--- src/hw/rtl/i2ctrm_pkg.sv ---
`timescale 1ns / 1ps

package i2ctrm_pkg;

    // Bus event codes
    typedef enum logic [1:0] {
        KIND_ADDR = 2'd0,
        KIND_RX   = 2'd1,
        KIND_TX   = 2'd2,
        KIND_STOP = 2'd3
    } kind_t;

    // Register selection codes
    typedef enum logic [1:0] {
        SEL_NONE = 2'd0,
        SEL_R03  = 2'd1,
        SEL_R04  = 2'd2,
        SEL_R05  = 2'd3
    } sel_t;

    localparam int          NumBytes  = 15;
    localparam int          AddrW     = 4;
    localparam logic [3:0]  IdxMax    = 4'd15;
    localparam logic [7:0]  IdReg03   = 8'h03;
    localparam logic [7:0]  IdReg04   = 8'h04;
    localparam logic [7:0]  IdReg05   = 8'h05;
    localparam logic [7:0]  TxIdle    = 8'hFF;

    // Write request from the event decoder to the byte store
    typedef struct packed {
        logic             en;
        logic [AddrW-1:0] addr;
        logic [7:0]       data;
    } wr_req_t;

    // Power-on contents of the byte store
    function automatic logic [7:0] reg_init(input logic [AddrW-1:0] a);
        logic [7:0] v;
        unique case (a)
            4'd0:    v = 8'h12;
            4'd1:    v = 8'h34;
            4'd2:    v = 8'h56;
            4'd3:    v = 8'h78;
            4'd4:    v = 8'h01;
            4'd5:    v = 8'h00;
            4'd6:    v = 8'hFF;
            4'd7:    v = 8'hAA;
            4'd8:    v = 8'hAA;
            4'd9:    v = 8'hAA;
            4'd10:   v = 8'hAA;
            4'd11:   v = 8'hAB;
            4'd12:   v = 8'hAA;
            4'd13:   v = 8'hAA;
            4'd14:   v = 8'hCC;
            default: v = 8'h00;
        endcase
        return v;
    endfunction

    function automatic logic [AddrW-1:0] reg_base(input sel_t s);
        logic [AddrW-1:0] b;
        unique case (s)
            SEL_R04: b = 4'd4;
            SEL_R05: b = 4'd12;
            default: b = 4'd0;
        endcase
        return b;
    endfunction

    function automatic logic [3:0] reg_len(input sel_t s);
        logic [3:0] l;
        unique case (s)
            SEL_R03: l = 4'd4;
            SEL_R04: l = 4'd8;
            SEL_R05: l = 4'd3;
            default: l = 4'd0;
        endcase
        return l;
    endfunction

    function automatic sel_t decode_id(input logic [7:0] id);
        sel_t s;
        priority if (id == IdReg03) s = SEL_R03;
        else if (id == IdReg04)     s = SEL_R04;
        else if (id == IdReg05)     s = SEL_R05;
        else                        s = SEL_NONE;
        return s;
    endfunction

endpackage

--- src/hw/rtl/i2c_target_register_map.sv ---
`timescale 1ns / 1ps

// I2C target register map: byte-level back end for three multi-byte registers.
// Input channel (s_*): one bus event per transaction - address match, byte
// received, byte to send, or stop. Output channel (m_*): exactly one result
// per event with the byte to send, a stored flag and the current selection.
// The first received byte after a counter clear selects register 0x03, 0x04
// or 0x05; later bytes write that register in order within its length.
// The result is registered: it is valid the cycle after the event is accepted.
// Throughput: one event per cycle unless the receiver stalls; the single output
// register is refilled in the same cycle that its result is taken.
// When the receiver stalls, the result holds and s_ready drops until m_ready
// returns.
// Reset (aresetn low, synchronous): byte counter and selection clear, the byte
// store reloads its power-on values, and the output register empties.

module i2c_target_register_map (
    input  logic        aclk,
    input  logic        aresetn,
    input  logic        s_valid,
    output logic        s_ready,
    input  logic [1:0]  s_kind,
    input  logic        s_master_reading,
    input  logic [7:0]  s_rx_byte,
    output logic        m_valid,
    input  logic        m_ready,
    output logic [7:0]  m_tx_byte,
    output logic        m_stored,
    output logic [1:0]  m_selected
);
    import i2ctrm_pkg::*;

    logic [3:0]       idx_reg, idx_next;
    sel_t             sel_reg, sel_next;
    logic             m_valid_reg;
    logic [7:0]       tx_reg, tx_next;
    logic             stored_reg, stored_next;
    sel_t             selected_reg;
    wr_req_t          wr;
    logic [AddrW-1:0] rd_addr;
    logic [7:0]       rd_data;
    logic [3:0]       off;
    logic [3:0]       idx_bump;
    logic             in_range;
    logic             accept;
    kind_t            kind;

    assign kind    = kind_t'(s_kind);
    assign s_ready = !m_valid_reg || m_ready;
    assign accept  = s_valid && s_ready;

    // Offset within the selected register: received data starts after the ID
    assign off      = (kind == KIND_RX) ? (idx_reg - 4'd1) : idx_reg;
    assign in_range = (sel_reg != SEL_NONE) && (off < reg_len(sel_reg));
    assign rd_addr  = reg_base(sel_reg) + off;
    assign idx_bump = (idx_reg < IdxMax) ? (idx_reg + 4'd1) : idx_reg;

    i2ctrm_regfile u_regfile (
        .aclk    (aclk),
        .aresetn (aresetn),
        .wr      (wr),
        .rd_addr (rd_addr),
        .rd_data (rd_data)
    );

    // Event decode
    always_comb begin
        idx_next    = idx_reg;
        sel_next    = sel_reg;
        tx_next     = 8'h00;
        stored_next = 1'b0;
        wr.en       = 1'b0;
        wr.addr     = rd_addr;
        wr.data     = s_rx_byte;
        unique case (kind)
            KIND_ADDR: begin
                if (s_master_reading) idx_next = 4'd0;
            end
            KIND_RX: begin
                if (idx_reg == 4'd0) begin
                    sel_next = decode_id(s_rx_byte);
                end else if (in_range) begin
                    wr.en       = accept;
                    stored_next = 1'b1;
                end
                idx_next = idx_bump;
            end
            KIND_TX: begin
                tx_next  = in_range ? rd_data : TxIdle;
                idx_next = idx_bump;
            end
            KIND_STOP: begin
                idx_next = 4'd0;
            end
        endcase
    end

    // Control state
    always_ff @(posedge aclk) begin
        if (!aresetn) begin
            idx_reg     <= 4'd0;
            sel_reg     <= SEL_NONE;
            m_valid_reg <= 1'b0;
        end else begin
            if (accept) begin
                idx_reg <= idx_next;
                sel_reg <= sel_next;
            end
            if (accept) begin
                m_valid_reg <= 1'b1;
            end else if (m_ready) begin
                m_valid_reg <= 1'b0;
            end
        end
    end

    // Result register
    always_ff @(posedge aclk) begin
        if (accept) begin
            tx_reg       <= tx_next;
            stored_reg   <= stored_next;
            selected_reg <= sel_next;
        end
    end

    assign m_valid    = m_valid_reg;
    assign m_tx_byte  = tx_reg;
    assign m_stored   = stored_reg;
    assign m_selected = selected_reg;

endmodule

--- src/hw/rtl/i2ctrm_regfile.sv ---
`timescale 1ns / 1ps

module i2ctrm_regfile (
    input  logic                          aclk,
    input  logic                          aresetn,
    input  i2ctrm_pkg::wr_req_t           wr,
    input  logic [i2ctrm_pkg::AddrW-1:0]  rd_addr,
    output logic [7:0]                    rd_data
);
    import i2ctrm_pkg::*;

    logic [7:0] bytes_reg [NumBytes];

    // Byte store: reset loads the power-on values, one write port
    always_ff @(posedge aclk) begin
        if (!aresetn) begin
            for (int i = 0; i < NumBytes; i++) begin
                bytes_reg[i] <= reg_init(AddrW'(i));
            end
        end else if (wr.en) begin
            bytes_reg[wr.addr] <= wr.data;
        end
    end

    // Asynchronous read; unused code reads as zero
    assign rd_data = (rd_addr < AddrW'(NumBytes)) ? bytes_reg[rd_addr] : 8'h00;

endmodule

--- config.mk ---
export PLATFORM = sky130hd
export DESIGN_NAME = i2c_target_register_map
export DESIGN_NICKNAME = d
export VERILOG_FILES = /design/src/hw/rtl/i2ctrm_pkg.sv /design/src/hw/rtl/i2c_target_register_map.sv /design/src/hw/rtl/i2ctrm_regfile.sv
export SDC_FILE = /design/constraint.sdc
export NUM_CORES = 1
export LEC_CHECK = 0
export BUFFER_PORTS_ARGS = -buffer_cell sky130_fd_sc_hd__buf_2
export CAP_MARGIN = 20
export CORE_MARGIN = 2
export CORE_UTILIZATION = 40
export DETAILED_ROUTE_END_ITERATION = 10
export GPL_TIMING_DRIVEN = 0
export PLACE_DENSITY = 0.68
export RECOVER_POWER = 100
export SLEW_MARGIN = 10
export SYNTH_ARGS = -nofsm -noshare
export SYNTH_HDL_FRONTEND = slang
export SYNTH_HIERARCHICAL = 1
export SYNTH_SLANG_ARGS = --single-unit
--- constraint.sdc ---
create_clock -name aclk -period 5.88 [get_ports aclk]
set_input_delay 1.176 -clock aclk [delete_from_list [all_inputs] [get_ports aclk]]
set_output_delay 1.176 -clock aclk [all_outputs]
set_load 0.02 [all_outputs]
==> flow_summary.ini <==
[status]
status = completed

[floorplan]
initial_core_util = 0.409
core_area_sq_um = 16600
die_y_um = 134
die_area_sq_um = 18100
pin_count = 28
rows = 47
die_w_um = 134

[timing]
fin_crit_ps = 5240
fin_skew_ps = 14.2
tightestPinTransition_ps = 1050
setup_viol = 0
setup-tns-final_ps = 0
hold_viol = 0
slew_headroom = 0.295
report.final.slew_viol_count = 0
max_freq_mhz = 191
post-route-period-util = 0.892
rsz0062_at_grt = false

[worst_setup_path]
path_common_cell = ha_1
cpPeakStageDelay_ps = 920
r2r_slack_ps = 1070
cp-end-kind = register
r2r_cells = 11
reg2reg_from = idx_reg[0]$_SDFFE_PN0P_
path_cells = buf_2 > inv_1 > ha_1 > nor2_1 > a21oi_1 > ha_1 > o21a_1 > o31ai_1 > a21boi_0 > nor4b_2 > nand4b_1 > nor3_1 > nand2b_1
cp_max_fo = 9
cp-start-kind = input pin
crit_type = in2reg
critPathBufInv = 2
cp.arrival_ps = 5300
cpMaxStageDelayCell = nor3_1
rr_endpoint = u_regfile/bytes_reg[1][2]$_SDFFCE_PN1P_
path_delay_family = simple AND/OR/NAND/NOR gates
crit_required_ps = 5930

[routing]
wl_mm = 16.7
via_count = 4300
viasPerCell = 5.53
drc = 0
avgRoutedWirePerCell_um = 21.5
initialDrtViolationCount = 450
ant_nets = 0
drtPass1Iterations = 6

[synth]
syn_nets = 513
yosysTopAreaCellShare = 0.578
yosys.area.top_type = edfxtp_1
synth_flop_cell = edfxtp_1
ys_seq_elements = 138
syn-instance-count = 489
avgSynthCellArea_sq_um = 13.9
synth_area_sq_um = 6810
ys_seq_area_frac = 0.598
ys_async_sr_fraction = 0
ys_top_cells_by_area = edfxtp_1 58%, mux4_2 6.9%, and2_1 6.1%
synth_warnings = 6
synth_cell_type_count = 50
synth_edf_count = 131

[place]
dp_cells = 744
dp_hpwl_mm = 11.7
placed_area_sq_um = 7270
place.gp.congestion = 0.877
io_buffers = 26

[final_layout]
multi_input_area_sq_um = 2500
design_area_sq_um = 7820
drive_gt1_frac = 0.143
largest_register_ffs = 120
n_fill_cell = 1464
nNetsFinal = 570
fin_cells = 778
syn_to_final_growth_pct = 14.8
antennaDiodeCount = 0
seq_area_sq_um = 4070

[global_route]
antenna_found_initial = 0
grtUsageTotal = 0.197
grt_pass1_vias = 4272
grt_max_degree = 17
grt_pass1_wl_mm = 25.8
grt_overflow = 0

[clock_tree]
clockRootBuffer = clkbuf_16
ctsHoldBuffers = 0
cts_max_path_buffers = 2
worstSkewPairLatency_ps = 420
path_clk_slew_ps = 60
cts_resized = 0
cts_tree = done
clock-sinks = 138
post_cts_buffers = 0
numCtsBuffers = 17
htreeDepth = 4

[min_path]
hold_start = idx_reg[3]$_SDFFE_PN0P_
hp-class = reg2reg
holdPathEnd = idx_reg[3]$_SDFFE_PN0P_
min_path_cells = 2

[pwr]
ir_drop_mv = 0.197
power.leakage_uw = 0.00250
powerDensity_nw_per_um2 = 309

[run]
maxCapViolCount = 0
-- cells in the mapped netlist (9+ instances only) --
cell	number
edfxtp_1	131
and2_1	66
or3_1	42
clkbuf_1	26
mux4_2	21
nand2b_1	21
mux2i_1	20
o21ai_0	19
nor2_1	15
ha_1	9
nand2_1	9
nand3b_1	9
o21a_1	9
-- layout by cell type (no fill, tap or decap), types with 14 or more instances in the layout --
cell type and n:
o21ai_0 18, clkbuf_16 17, buf_2 14, clkbuf_1 53
edfxtp_1 131, mux2i_1 20, mux4_2 21, nand2b_1 21
or3_1 42, and2_1 14, nor2_1 15, and2_0 52
-- per-layer routing --
layer	track usage	share of wire	vias up
li1	-	-	1972
met1	0.284	0.43	2123
met2	0.291	0.47	183
met3	0.0439	0.080	22
met4	0.0754	0.019	0
met5	0	0	-
-- final cells by class --
type / count / area share
plain buffers: 37 / 0.0224
repair buffers: 38 / 0.0202
inverters: 9 / 0.00432
flip-flops and latches: 138 / 0.521
multi-input cells: 305 / 0.319
clock buffers: 17 / 0.0544
well taps: 220 / 0.0352
clock inverters: 14 / 0.0230
-- stage by stage --
step            util  hold slack, ps  total power [uW]  setup WS (ps)
2_1_floorplan      -             501              1260           1510
3_3_place_gp   0.434             522              1340            286
3_5_place_dp   0.437             554              1340            434
4_1_cts        0.473             557              2430            829
5_1_grt        0.470             604              2490            300
6_report       0.470             563              2410            638
-- power breakdown --
part	leakage, uW	switching [uW]	total [uW]	internal (uW)
clock	0.000292	393	1090	701
combinational	0.000991	142	219	77.2
sequential	0.00122	7.20	1100	1090
total	0.00250	541	2410	1870
-- worst register-to-register path, cell delays in order, from the launching register on --
cell      delay, ps
dfxtp_1         440
inv_1            90
ha_1            320
a21oi_1         360
ha_1            300
o21a_1          170
o31ai_1         140
a21boi_0        240
nor4b_2         550
nand4b_1        410
nor3_1          920
nand2b_1        500
-- worst max-delay path by stage --
stage,cells after the start,end,from
after CTS,13,u_regfile/bytes_reg[2][5]$_SDFFCE_PN0P_,s_kind[1]
final,13,u_regfile/bytes_reg[1][2]$_SDFFCE_PN1P_,s_kind[1]
after detailed placement,13,u_regfile/bytes_reg[2][4]$_SDFFCE_PN1P_,s_kind[1]
after global routing,13,u_regfile/bytes_reg[0][5]$_SDFFCE_PN0P_,s_kind[1]
after floorplan,12,u_regfile/bytes_reg[13][0]$_SDFFCE_PN0P_,s_kind[1]
after global placement,13,u_regfile/bytes_reg[11][0]$_SDFFCE_PN1P_,s_kind[1]
-- kinds of logic (layout without fill, tap and decap cells) --
| kind of cell | after synthesis | after routing | share of synthesized area |
|---|---|---|---|
| simple gates | 187 | 187 | 0.175 |
| mux | 46 | 46 | 0.111 |
| xor+xnor | 6 | 6 | 0.00772 |
| flops | 138 | 138 | 0.598 |
| buf+inv | 46 | 115 | 0.0309 |
| compound gates | 57 | 57 | 0.0601 |
| fa+ha+maj | 9 | 9 | 0.0165 |
No activity file was read; power rests on OpenSTA's default activity.
